<file path="config.mk">
export PLATFORM = sky130hd
export DESIGN_NAME = timed_valve_sequencer
export DESIGN_NICKNAME = d
export VERILOG_FILES = /design/src/hw/rtl/tvs_pkg.sv /design/src/hw/rtl/tvs_datapath.sv /design/src/hw/rtl/tvs_ctrl.sv /design/src/hw/rtl/timed_valve_sequencer.sv
export SDC_FILE = /design/constraint.sdc
export NUM_CORES = 2
export LEC_CHECK = 0
export BUFFER_PORTS_ARGS = -buffer_cell sky130_fd_sc_hd__buf_2
export CAP_MARGIN = 20
export CORE_ASPECT_RATIO = 0.7
export CORE_MARGIN = 4
export CORE_UTILIZATION = 55
export CTS_CLUSTER_SIZE = 10
export DETAILED_ROUTE_END_ITERATION = 7
export MAX_ROUTING_LAYER = met4
export PLACE_DENSITY = 0.72
export SYNTH_ARGS = -nofsm -noshare
export SYNTH_HDL_FRONTEND = slang
export SYNTH_SLANG_ARGS = --single-unit
</file>
<file path="constraint.sdc">
create_clock -name clk -period 28 [get_ports clk]
set_input_delay 1.4 -clock clk [delete_from_list [all_inputs] [get_ports clk]]
set_output_delay 1.4 -clock clk [all_outputs]
set_load 0.005 [all_outputs]
</file>
<file path="src/hw/rtl/tvs_pkg.sv">
// ----------------------------------------------------------------------------
// tvs_pkg
// Types and constants for the timed valve sequencer.
// ----------------------------------------------------------------------------
package tvs_pkg;
  localparam int NUM_VALVES      = 5;
  localparam int PERMANENT_VALVE = 4;
  localparam logic [31:0] DEFAULT_OPEN_MS = 32'd5000;
  localparam int VW = 3;
  localparam logic [39:0] MAX_TIME = 40'hFF_FFFF_FFFF;
  localparam logic [15:0] FULL_OPEN = 16'd32768;

  typedef enum logic [2:0] {
    OP_TICK = 3'd0, OP_TOGGLE = 3'd1, OP_TIMED = 3'd2, OP_CLOSE_ALL = 3'd3,
    OP_WIGGLE = 3'd4, OP_SET_AP = 3'd5, OP_SET_TIME = 3'd6, OP_BAD = 3'd7
  } op_t;

  typedef enum logic [2:0] {
    K_POS = 3'd0, K_OPEN = 3'd1, K_CLOSE = 3'd2, K_BUS = 3'd3,
    K_ACK = 3'd4, K_REJ = 3'd5
  } kind_t;

  localparam logic [1:0] REG_SETTLE = 2'd0;
  localparam logic [1:0] REG_CONF   = 2'd1;
  localparam logic [1:0] REG_WIGGLE = 2'd2;

  typedef enum logic [3:0] {
    S_IDLE, S_DISPATCH, S_TICK_CHK, S_TICK_CLOSE, S_TICK_POS,
    S_SHUT_CHK, S_FLIP_EVT, S_FLIP_BUS, S_ACK, S_REJ, S_WAIT
  } state_t;

  // Controller to datapath
  typedef struct packed {
    logic         load;       // capture request
    logic         set_idx;    // idx <= value below
    logic [VW-1:0] idx_val;
    logic         inc_idx;
    logic         close_idx;  // deadline 0, change time now
    logic         open_idx;   // deadline now+dur, change time now
    logic         wr_ap;
    logic         wr_dur;
    logic         emit;
    kind_t        kind;
    logic         use_req_valve;
    logic         bus_open;
    logic         last;
  } cmd_t;

  // Datapath to controller
  typedef struct packed {
    op_t          op;
    logic         valve_ok;
    logic [VW-1:0] idx;
    logic         idx_open;   // deadline nonzero
    logic         idx_live;   // deadline > now
    logic         req_open;   // requested valve deadline nonzero
    logic         out_busy;   // output register full and stalled
  } stat_t;
endpackage

</file>
<file path="src/hw/rtl/tvs_datapath.sv">
// ----------------------------------------------------------------------------
// tvs_datapath
// Valve state registers, request capture, position math and result register.
// ----------------------------------------------------------------------------
module tvs_datapath import tvs_pkg::*; (
  input  logic        clk,
  input  logic        rst_n,
  input  cmd_t        cmd,
  output stat_t       stat,
  input  logic [2:0]  in_opcode,
  input  logic [2:0]  in_valve,
  input  logic [39:0] in_now_ms,
  input  logic [31:0] in_operand,
  input  logic [15:0] settle_r,
  input  logic [15:0] conf_r,
  input  logic [31:0] wiggle_r,
  output logic        out_valid,
  input  logic        out_stall,
  output logic [2:0]  out_kind,
  output logic [2:0]  out_valve_out,
  output logic [15:0] out_position,
  output logic        out_bus_open,
  output logic [31:0] out_bus_duration,
  output logic        out_last
);
  logic [39:0] dl_r [NUM_VALVES];
  logic [39:0] ct_r [NUM_VALVES];
  logic [15:0] ap_r [NUM_VALVES];
  logic [31:0] dur_r [NUM_VALVES];
  logic [2:0]  op_r, vlv_r;
  logic [39:0] now_r;
  logic [31:0] arg_r;
  logic [VW-1:0] idx_r;
  logic [31:0] kept_prod_r;
  logic        vok;
  logic [VW-1:0] fv;   // valve used by a flip, else the indexed valve
  logic [31:0] fdur;
  logic [40:0] dsum;
  logic [39:0] dnew;
  logic [40:0] ctsum;
  logic        settled;
  logic [15:0] kept, pos;

  assign vok = ({1'b0, vlv_r} < 4'(NUM_VALVES));
  assign fv  = cmd.use_req_valve ? vlv_r : idx_r;
  always_comb begin
    case (op_t'(op_r))
      OP_TOGGLE: fdur = dur_r[fv];
      OP_WIGGLE: fdur = wiggle_r;
      default:   fdur = arg_r;
    endcase
  end
  assign dsum = {1'b0, now_r} + {9'd0, fdur};
  assign dnew = dsum[40] ? MAX_TIME : dsum[39:0];

  // Position of the indexed valve; product registered every cycle from the indexed valve
  assign kept = kept_prod_r[31:16];
  assign ctsum = {1'b0, ct_r[idx_r]} + {25'd0, settle_r};
  assign settled = {1'b0, now_r} > ctsum;
  always_comb begin
    if (dl_r[idx_r] > now_r) pos = settled ? ap_r[idx_r] - kept : ap_r[idx_r];
    else                     pos = settled ? kept : 16'd0;
  end

  // Request capture and index
  always_ff @(posedge clk) begin
    if (cmd.load) begin
      op_r <= in_opcode; vlv_r <= in_valve; now_r <= in_now_ms; arg_r <= in_operand;
    end
    kept_prod_r <= ap_r[idx_r] * conf_r;
    if (!rst_n) idx_r <= '0;
    else if (cmd.set_idx) idx_r <= cmd.idx_val;
    else if (cmd.inc_idx) idx_r <= idx_r + 1'b1;
  end

  // Valve state
  always_ff @(posedge clk) begin
    if (!rst_n) begin
      for (int i = 0; i < NUM_VALVES; i++) begin
        dl_r[i] <= '0; ct_r[i] <= '0; ap_r[i] <= FULL_OPEN; dur_r[i] <= DEFAULT_OPEN_MS;
      end
    end else begin
      if (cmd.close_idx) begin dl_r[fv] <= '0; ct_r[fv] <= now_r; end
      if (cmd.open_idx)  begin dl_r[fv] <= dnew; ct_r[fv] <= now_r; end
      if (cmd.wr_ap) ap_r[vlv_r] <= (arg_r > 32'(FULL_OPEN)) ? FULL_OPEN : arg_r[15:0];
      if (cmd.wr_dur) dur_r[vlv_r] <= arg_r;
    end
  end

  // Result register
  always_ff @(posedge clk) begin
    if (!rst_n) out_valid <= 1'b0;
    else if (cmd.emit) out_valid <= 1'b1;
    else if (!out_stall) out_valid <= 1'b0;
    if (cmd.emit) begin
      out_kind         <= cmd.kind;
      out_valve_out    <= (cmd.kind == K_ACK && op_t'(op_r) == OP_CLOSE_ALL) ? 3'd0 :
                          (cmd.use_req_valve ? vlv_r : 3'(idx_r));
      out_position     <= (cmd.kind == K_POS) ? pos : 16'd0;
      out_bus_open     <= cmd.bus_open;
      out_bus_duration <= cmd.bus_open ? fdur : 32'd0;
      out_last         <= cmd.last;
    end
  end

  assign stat.op       = op_t'(op_r);
  assign stat.valve_ok = vok;
  assign stat.idx      = idx_r;
  assign stat.idx_open = dl_r[idx_r] != '0;
  assign stat.idx_live = dl_r[idx_r] > now_r;
  assign stat.req_open = dl_r[vlv_r] != '0;
  assign stat.out_busy = out_valid && out_stall;
endmodule

</file>
<file path="src/hw/rtl/tvs_ctrl.sv">
// ----------------------------------------------------------------------------
// tvs_ctrl
// Sequencer that walks valves and issues one result at a time.
// ----------------------------------------------------------------------------
module tvs_ctrl import tvs_pkg::*; (
  input  logic  clk,
  input  logic  rst_n,
  input  logic  in_valid,
  output logic  in_stall,
  input  stat_t stat,
  output cmd_t  cmd
);
  state_t state_r, state_nxt;
  logic   is_last_idx, shut_hit;
  logic   flip_closed_r;

  assign is_last_idx = ({1'b0, stat.idx} == 4'(NUM_VALVES - 1));
  assign shut_hit    = stat.idx_open && ({1'b0, stat.idx} != 4'(PERMANENT_VALVE));

  always_ff @(posedge clk) begin
    if (!rst_n) state_r <= S_IDLE;
    else        state_r <= state_nxt;
  end

  // Next state
  always_comb begin
    state_nxt = state_r;
    unique case (state_r)
      S_IDLE: if (in_valid) state_nxt = S_DISPATCH;
      S_DISPATCH: begin
        unique case (stat.op)
          OP_TICK:      state_nxt = S_WAIT;
          OP_CLOSE_ALL: state_nxt = S_SHUT_CHK;
          default: begin
            if (stat.op == OP_BAD || !stat.valve_ok) state_nxt = S_REJ;
            else if (stat.op == OP_WIGGLE)             state_nxt = S_SHUT_CHK;
            else if (stat.op == OP_SET_AP || stat.op == OP_SET_TIME) state_nxt = S_ACK;
            else                                        state_nxt = S_FLIP_EVT;
          end
        endcase
      end
      S_WAIT: state_nxt = S_TICK_CHK;
      S_TICK_CHK: if (!stat.idx_live && stat.idx_open) state_nxt = S_TICK_CLOSE;
                  else state_nxt = S_TICK_POS;
      S_TICK_CLOSE: if (!stat.out_busy) state_nxt = S_TICK_POS;
      S_TICK_POS: if (!stat.out_busy) state_nxt = is_last_idx ? S_IDLE : S_WAIT;
      S_SHUT_CHK: if (!stat.out_busy && is_last_idx) begin
        state_nxt = (stat.op == OP_WIGGLE) ? S_FLIP_EVT : S_ACK;
      end
      S_FLIP_EVT: if (!stat.out_busy) state_nxt = S_FLIP_BUS;
      S_FLIP_BUS: if (!stat.out_busy) state_nxt = S_IDLE;
      S_ACK:      if (!stat.out_busy) state_nxt = S_IDLE;
      S_REJ:      if (!stat.out_busy) state_nxt = S_IDLE;
      default:    state_nxt = S_IDLE;
    endcase
  end

  // Outputs
  always_comb begin
    cmd = '0;
    cmd.kind = K_POS;
    in_stall = (state_r != S_IDLE);
    unique case (state_r)
      S_IDLE: begin
        cmd.load = in_valid; cmd.set_idx = 1'b1; cmd.idx_val = '0;
      end
      S_TICK_CLOSE: if (!stat.out_busy) begin
        cmd.emit = 1'b1; cmd.kind = K_CLOSE; cmd.close_idx = 1'b1;
      end
      S_TICK_POS: if (!stat.out_busy) begin
        cmd.emit = 1'b1; cmd.kind = K_POS; cmd.last = is_last_idx; cmd.inc_idx = 1'b1;
      end
      S_SHUT_CHK: if (!stat.out_busy) begin
        cmd.inc_idx = 1'b1;
        if (shut_hit) begin
          cmd.emit = 1'b1; cmd.kind = K_BUS; cmd.close_idx = 1'b1;
        end
      end
      S_FLIP_EVT: if (!stat.out_busy) begin
        cmd.emit = 1'b1; cmd.use_req_valve = 1'b1;
        cmd.kind = stat.req_open ? K_CLOSE : K_OPEN;
      end
      S_FLIP_BUS: if (!stat.out_busy) begin
        cmd.emit = 1'b1; cmd.use_req_valve = 1'b1; cmd.kind = K_BUS; cmd.last = 1'b1;
        // deadline zero now means it was just closed in the event step
        if (stat.req_open) cmd.close_idx = 1'b0;
        cmd.bus_open = !flip_closed_r;
      end
      S_ACK: if (!stat.out_busy) begin
        cmd.emit = 1'b1; cmd.use_req_valve = 1'b1; cmd.kind = K_ACK; cmd.last = 1'b1;
        cmd.wr_ap  = (stat.op == OP_SET_AP);
        cmd.wr_dur = (stat.op == OP_SET_TIME);
      end
      S_REJ: if (!stat.out_busy) begin
        cmd.emit = 1'b1; cmd.use_req_valve = 1'b1; cmd.kind = K_REJ; cmd.last = 1'b1;
      end
      default: ;
    endcase
    // Flip state change happens with the event
    if (state_r == S_FLIP_EVT && !stat.out_busy) begin
      cmd.close_idx = stat.req_open;
      cmd.open_idx  = !stat.req_open;
    end
  end

  // Remember flip direction for the bus command
  always_ff @(posedge clk) begin
    if (state_r == S_FLIP_EVT) flip_closed_r <= stat.req_open;
  end
endmodule

</file>
<file path="src/hw/rtl/timed_valve_sequencer.sv">
// ----------------------------------------------------------------------------
// timed_valve_sequencer
// Timed valve controller: commands, ticks with per-valve positions.
// ----------------------------------------------------------------------------
// channel | ports                               | direction
// in      | in_valid/in_stall + 4 fields        | request in
// out     | out_valid/out_stall + 6 fields      | results out
// cfg     | psel/penable/pwrite/paddr/pwdata    | register access
// A tick walks each valve through the wait, check and position states, plus a close per event.
// Close all walks every valve, one per cycle while the output does not stall.
// One result leaves the output register per cycle; a stall holds the walk.
// Synchronous active-low reset; all valves closed after reset.
module timed_valve_sequencer import tvs_pkg::*; (
  input  logic        clk,
  input  logic        rst_n,
  input  logic        in_valid,
  output logic        in_stall,
  input  logic [2:0]  in_opcode,
  input  logic [2:0]  in_valve,
  input  logic [39:0] in_now_ms,
  input  logic [31:0] in_operand,
  output logic        out_valid,
  input  logic        out_stall,
  output logic [2:0]  out_kind,
  output logic [2:0]  out_valve_out,
  output logic [15:0] out_position,
  output logic        out_bus_open,
  output logic [31:0] out_bus_duration,
  output logic        out_last,
  input  logic        psel,
  input  logic        penable,
  input  logic        pwrite,
  input  logic [3:0]  paddr,
  input  logic [31:0] pwdata,
  output logic [31:0] prdata,
  output logic        pready
);
  cmd_t  cmd;
  stat_t stat;
  logic [15:0] settle_r, conf_r;
  logic [31:0] wiggle_r;
  logic        wr;

  assign pready = 1'b1;
  assign wr = psel && penable && pwrite;

  // Configuration registers
  always_ff @(posedge clk) begin
    if (!rst_n) begin
      settle_r <= 16'd500; conf_r <= 16'd1311; wiggle_r <= 32'd1000;
    end else if (wr && paddr[1:0] == 2'b00) begin
      if (paddr[3:2] == REG_SETTLE) settle_r <= pwdata[15:0];
      if (paddr[3:2] == REG_CONF)   conf_r   <= pwdata[15:0];
      if (paddr[3:2] == REG_WIGGLE) wiggle_r <= pwdata;
    end
  end

  always_comb begin
    unique case (paddr[3:2])
      REG_SETTLE: prdata = {16'd0, settle_r};
      REG_CONF:   prdata = {16'd0, conf_r};
      REG_WIGGLE: prdata = wiggle_r;
      default:    prdata = 32'd0;
    endcase
  end

  tvs_ctrl u_ctrl (.clk, .rst_n, .in_valid, .in_stall, .stat, .cmd);

  tvs_datapath u_dp (
    .clk, .rst_n, .cmd, .stat, .in_opcode, .in_valve, .in_now_ms, .in_operand,
    .settle_r, .conf_r, .wiggle_r, .out_valid, .out_stall, .out_kind, .out_valve_out,
    .out_position, .out_bus_open, .out_bus_duration, .out_last
  );
endmodule

</file>
* Yosys cells after proc, flatten, opt, wreduce, memory -nomap -nowiden
Memories as Yosys holds them, arrays and structs flattened. A register that Yosys moved wholly into a read port is not among the register bits. Cells that the tools add are included.
Storage, ports and cells: flip-flop bits (word level) 239, memory bits (writable) 640, logic and storage cells 178, memories kept 4
Memory list:
- u_dp.ct_r | depth 5, bits a word 40, read ports 1, clocked after Yosys merged registers in 1, wr ports 5, line tvs_datapath.sv:27 | logic [39:0] ct_r [NUM_VALVES];
- u_dp.dl_r | depth 5, bits a word 40, read ports 2, clocked after Yosys merged registers in 2, wr ports 5, line tvs_datapath.sv:26 | logic [39:0] dl_r [NUM_VALVES];
- u_dp.dur_r | depth 5, bits a word 32, read ports 1, clocked after Yosys merged registers in 0, wr ports 5, line tvs_datapath.sv:29 | logic [31:0] dur_r [NUM_VALVES];
- u_dp.ap_r | depth 5, bits a word 16, read ports 1, clocked after Yosys merged registers in 1, wr ports 5, line tvs_datapath.sv:28 | logic [15:0] ap_r [NUM_VALVES];
Cells by class: add/subtract/negate cells 4, multipliers 1, $lt $le $gt $ge 4, equality and inequality tests 28, multiplexer cells 82, bitwise logic cells 2, reductions and logical operators 35
Operator list (number):
- $mux W40 | 5
- $pmux W32 S3 | 1
- $mux W16 | 5
- $reduce_bool A40 Y1 | 2
- $reduce_or A40 Y1 | 2
- $pmux W32 S2 | 1
- $mux W4 | 15
- $mux W3 | 15
- $add A40 B16 Y41 | 1
- $add A40 B32 Y41 | 1
- $gt A40 B41 Y1 | 1
- $gt A40 B40 Y1 | 1
- $pmux W4 S9 | 1
- $gt A32 B16 Y1 const B | 1
- $mul A16 B16 Y32 | 1
- $mux W32 | 1
- $reduce_or A32 Y1 | 1
- $pmux W4 S7 | 1
- $mux W1 | 23
- $eq A3 B3 Y1 const B | 6
- $eq A4 B3 Y1 const B | 4
- $reduce_or A16 Y1 | 1
- $sub A16 B16 Y16 | 1
- $mux W5 | 3
- 31 further kinds | 62

* Logic depth before layout (Yosys ltp)
depth after elaboration 12, gate-level depth with buffers 33

* Cells and area by module
A second synthesis with hierarchy kept.
Second synthesis, totals: cell total of the unflattened synthesis 5090, area, all modules 66932.9 um2
By module, submodules not included:
- tvs_datapath | times used 1, cells an instance 4640, area an instance 63173.1 um2, sequential area each 35293.8 um2
- timed_valve_sequencer | times used 1, cells an instance 339, area an instance 3036.7 um2, sequential area each 1281.2 um2
- tvs_ctrl | times used 1, cells an instance 111, area an instance 723.2 um2, sequential area each 110.1 um2

* Worst setup path after synthesis
No wires, ideal clock.
path kind input -> register, from in out_stall, to mem u_dp.ct_r[3][0], enable pin, library setup time 0.629 ns, arrival time 8.986 ns, data required time 27.371 ns, slack 18.386 ns, stages 10, path buffers 5, path through and2_1 > clkbuf_1 > a21o_1 > buf_2 > mux2_2 > clkbuf_1 > buf_2 > nand3_1 > buf_2 > o21ai_0
RTL lines:
- start: declaration | line timed_valve_sequencer.sv:23 | input logic out_stall,
- end: declaration | line tvs_datapath.sv:27

==> reports/summary.txt <==
Slew Limit Fails: 0
HP Class: reg2reg
Post-synth EDFFs: 1,159
Most used cell, CP: fa_1
Post-DP HPWL: 145,000 um
Type of destination of the critical path: register
Hold_sp: settle_r[10]
Number of max-cap violations: 0
Switching pwr: 0.00231 W
Io pins: 212
Final Hold Fails: 0
GP Congestion: 0.993
TritonRoute pass-1 iters: 6
WL/cell: 29.8 um
Crit-path max FO: 45
# resized after CTS: 0
Syn nets: 5,840
Hold-fix buffer count after cts: 0
Full die area: 126,000 um2
Post-synthesis sequential area ratio: 55.3%
Routed wire length: 212,000 um
First-pass GRT wire length: 310,000 um
Area delta synth->final: 10.4%
Critical path's largest stage delay: 0.96 ns
Synth Instances: 5,277
Syn avg cell area: 12.6 um2
IO buf count: 210
Clock buffer depth: 3
# nets final: 6,007
Setup Fix Bufs, Post-CTS: 0
CP Launch Type: register
Most common cell after layout, fill and taps aside: edfxtp_1
FP Rows: 106
Relative slew slack: 15.9%
Largest net degree at the start of global routing: 102
DRC: 0
Pleak: 27.5 nW
CTS tree: yes
Iter 0 DRT Violations: 7,156
Hold path depth: 2
P_int: 0.00390 W
Achievable frequency: 107 MHz
Total clock sinks: 1,253
Clk network pwr share: 27.2%
Fin crit share: 33.4%
Die extent in y: 299 um
Cells after DPL: 6,912
Netlist cell types: 80
Yosys warnings: 0
Vias in the first global route: 45,100
Clock Latency Late Sink: 0.78 ns
Die span in x: 423 um
Initial Util: 55.5%
Switching power share of the total: 37.2%
Combinational fraction of design power: 34.4%
Most used DFF post-synth: edfxtp_1
Crit path required time: 28.68 ns
Minimum clock period: 9.35 ns
Antenna violations before repair: 6
Final setup viols: 0
CTS buffer count: 145
Max H-tree Level: 4
Mapped Area: 66,300 um2
Power Dens Cells: 84.9 nW/um2
Clk_skew: 0.0377 ns
Root buffer cell: clkbuf_16
Cells on worst reg2reg path: 23
CP max-delay cell: dfxtp_4
Vias per inst: 6.59
Synth async-reset ratio: 0%
Core area: 119,000 um2
Total gr overflow: 0
Vias: 46,900
CP Data Arrival Time: 10.03 ns
Total Routing Usage GR: 34.3%
Share of layout cells above drive strength 1: 14.7%
Post-route ant nets: 0
Worst-path cell chain: buf_4 > mux4_2 > mux2i_1 > inv_1 > and2_1 > fa_1 > fa_1 > fa_1 > fa_1 > fa_1 > inv_1 > fa_1 > inv_1 > ha_1 > a211oi_1 > o221ai_1 > a31oi_1 > a21oi_1 > o21a_1 > a211o_1 > a211o_1 > a21oi_1 > xnor2_1
Status: finished, final reports clean
Setup TNS: 0 ns
Crit path kind: reg2reg
VDD IR max: 0.0727 mV
Clock slew seen by the registers of the worst setup and hold paths: 0.06 ns
Worst-Margin Slew: 1.25 ns
Sequential Power Share: 38.3%
Most frequent cells in the layout: edfxtp_1 (1,159), nand2_1 (480), nor2_1 (480), inv_1 (319), and2_1 (304)
#FFs+latches synth: 1,253
Non-filler cells in the finished layout: 7,120
Unrepaired setup endpoints after global routing: no
-- worst paths after layout --
check / to / slack [ns]
setup / recovery: u_dp.kept_prod_r[30] / 18.65
hold / removal: settle_r[10] / 0.49
setup reg to reg: u_dp.kept_prod_r[30] / 18.65
hold reg to reg: settle_r[10] / 0.49
-- cell usage after synthesis (17+ instances only) --
| master | instances | area (um2) |
|---|---|---|
| edfxtp_1 | 1159 | 34800 |
| and2_1 | 304 | 1900 |
| xor2_1 | 36 | 315 |
| buf_1 | 25 | 93.8 |
| a22oi_1 | 31 | 233 |
| nand2b_1 | 36 | 225 |
| o21ai_0 | 166 | 831 |
| or3_1 | 35 | 219 |
| nor4_1 | 90 | 563 |
| clkbuf_1 | 203 | 762 |
| inv_1 | 320 | 1200 |
| or4_1 | 17 | 128 |
| nand4_1 | 45 | 282 |
| mux2_2 | 73 | 822 |
| a21boi_0 | 54 | 405 |
| mux4_2 | 204 | 4590 |
| mux2i_1 | 59 | 591 |
| xnor2_1 | 49 | 429 |
| a21oi_1 | 107 | 536 |
| nor3_1 | 251 | 1260 |
| a31oi_1 | 32 | 200 |
| fa_1 | 196 | 3920 |
| buf_2 | 26 | 130 |
| nand3_1 | 79 | 395 |
| dfxtp_1 | 94 | 1880 |
| ha_1 | 246 | 3080 |
| nand2_1 | 481 | 1810 |
| nor2b_1 | 32 | 200 |
| buf_4 | 25 | 188 |
| o21a_1 | 18 | 135 |
| nor2_1 | 485 | 1820 |
| a21o_1 | 58 | 435 |
| o22ai_1 | 43 | 269 |
-- logic make-up (layout without fill, tap and decap cells) --
| group | count (synthesis) | count (layout) | share of synthesized area, % |
|---|---|---|---|
| buffers and inverters | 612 | 827 | 3.75 |
| XOR/XNOR | 85 | 85 | 1.12 |
| other | 1 | 9 | 0.00565 |
| multiplexers | 338 | 338 | 9.10 |
| flip-flops | 1253 | 1253 | 55.3 |
| AO/OA/AOI/OAI | 625 | 625 | 6.11 |
| adder cells (fa/ha/maj) | 442 | 442 | 10.6 |
| AND/OR/NAND/NOR | 1921 | 1921 | 14.0 |
-- per-layer routing --
layer	track usage, %	wire length, um	vias to the layer above
li1	-	-	19600
met1	48.1	81900	23300
met2	45.8	87800	3503
met3	10.8	31500	504
met4	15.3	10900	0
met5	-	0	-
-- power by group through the flow --
stage          clock (W)  combinational (W)  sequential (W)
6_report         0.00169            0.00214         0.00238
5_1_grt          0.00178            0.00231         0.00239
4_1_cts          0.00170            0.00209         0.00238
3_5_place_dp           0            0.00208         0.00241
3_3_place_gp           0            0.00204         0.00241
2_1_floorplan          0            0.00138         0.00235
-- sequential cells by signal, indices dropped and copies added (netlist names), named ones only --
register and flops:
u_ctrl.flip_closed_r 1, u_dp.out_last 1, u_dp.dl_r 320, u_dp.op_r 3, u_dp.out_position 16, u_dp.out_valve_out 3, u_dp.out_bus_duration 32, u_dp.arg_r 32
u_dp.out_kind 3, u_ctrl.state_r 4, u_dp.dur_r 256, u_dp.out_valid 1, u_dp.ct_r 320, conf_r 16, settle_r 16, u_dp.vlv_r 3
u_dp.idx_r 3, u_dp.ap_r 128, u_dp.kept_prod_r 16, wiggle_r 32, u_dp.out_bus_open 1, u_dp.now_r 40
-- area by class of cell --
type	count	area, um2
flip-flops and latches	1253	36700
fillers	9081	46300
repair buffers	307	1830
well taps	1620	2030
clock inverters	15	198
multi-input cells	3412	27400
inverters	325	1220
diodes	8	20.0
clock buffers	180	3820
-- stage by stage --
step                total power [W]  hold slack, ns  worst slack [ns]  instance area, um2  util, %
floorplan                   0.00372           0.452             18.39               66300        -
global placement            0.00445           0.480             18.79               69000     57.8
detailed placement          0.00449           0.482             18.74               69100     57.8
CTS                         0.00617           0.490             18.68               73100     61.2
global route                0.00649           0.512             18.13               73200     61.3
finish                      0.00622           0.487             18.65               73200     61.3
-- critical path: cells and delay by family (launching register included) --
family / cells / cell delay [ns]
buffers and inverters: 4 / 1.42
XOR/XNOR: 1 / 0.14
AND/OR/NAND/NOR: 1 / 0.33
flip-flops: 1 / 0.96
adder cells (fa/ha/maj): 7 / 3.20
multiplexers: 2 / 1.14
AO/OA/AOI/OAI: 8 / 1.98
No activity file was read; power rests on OpenSTA's default activity.
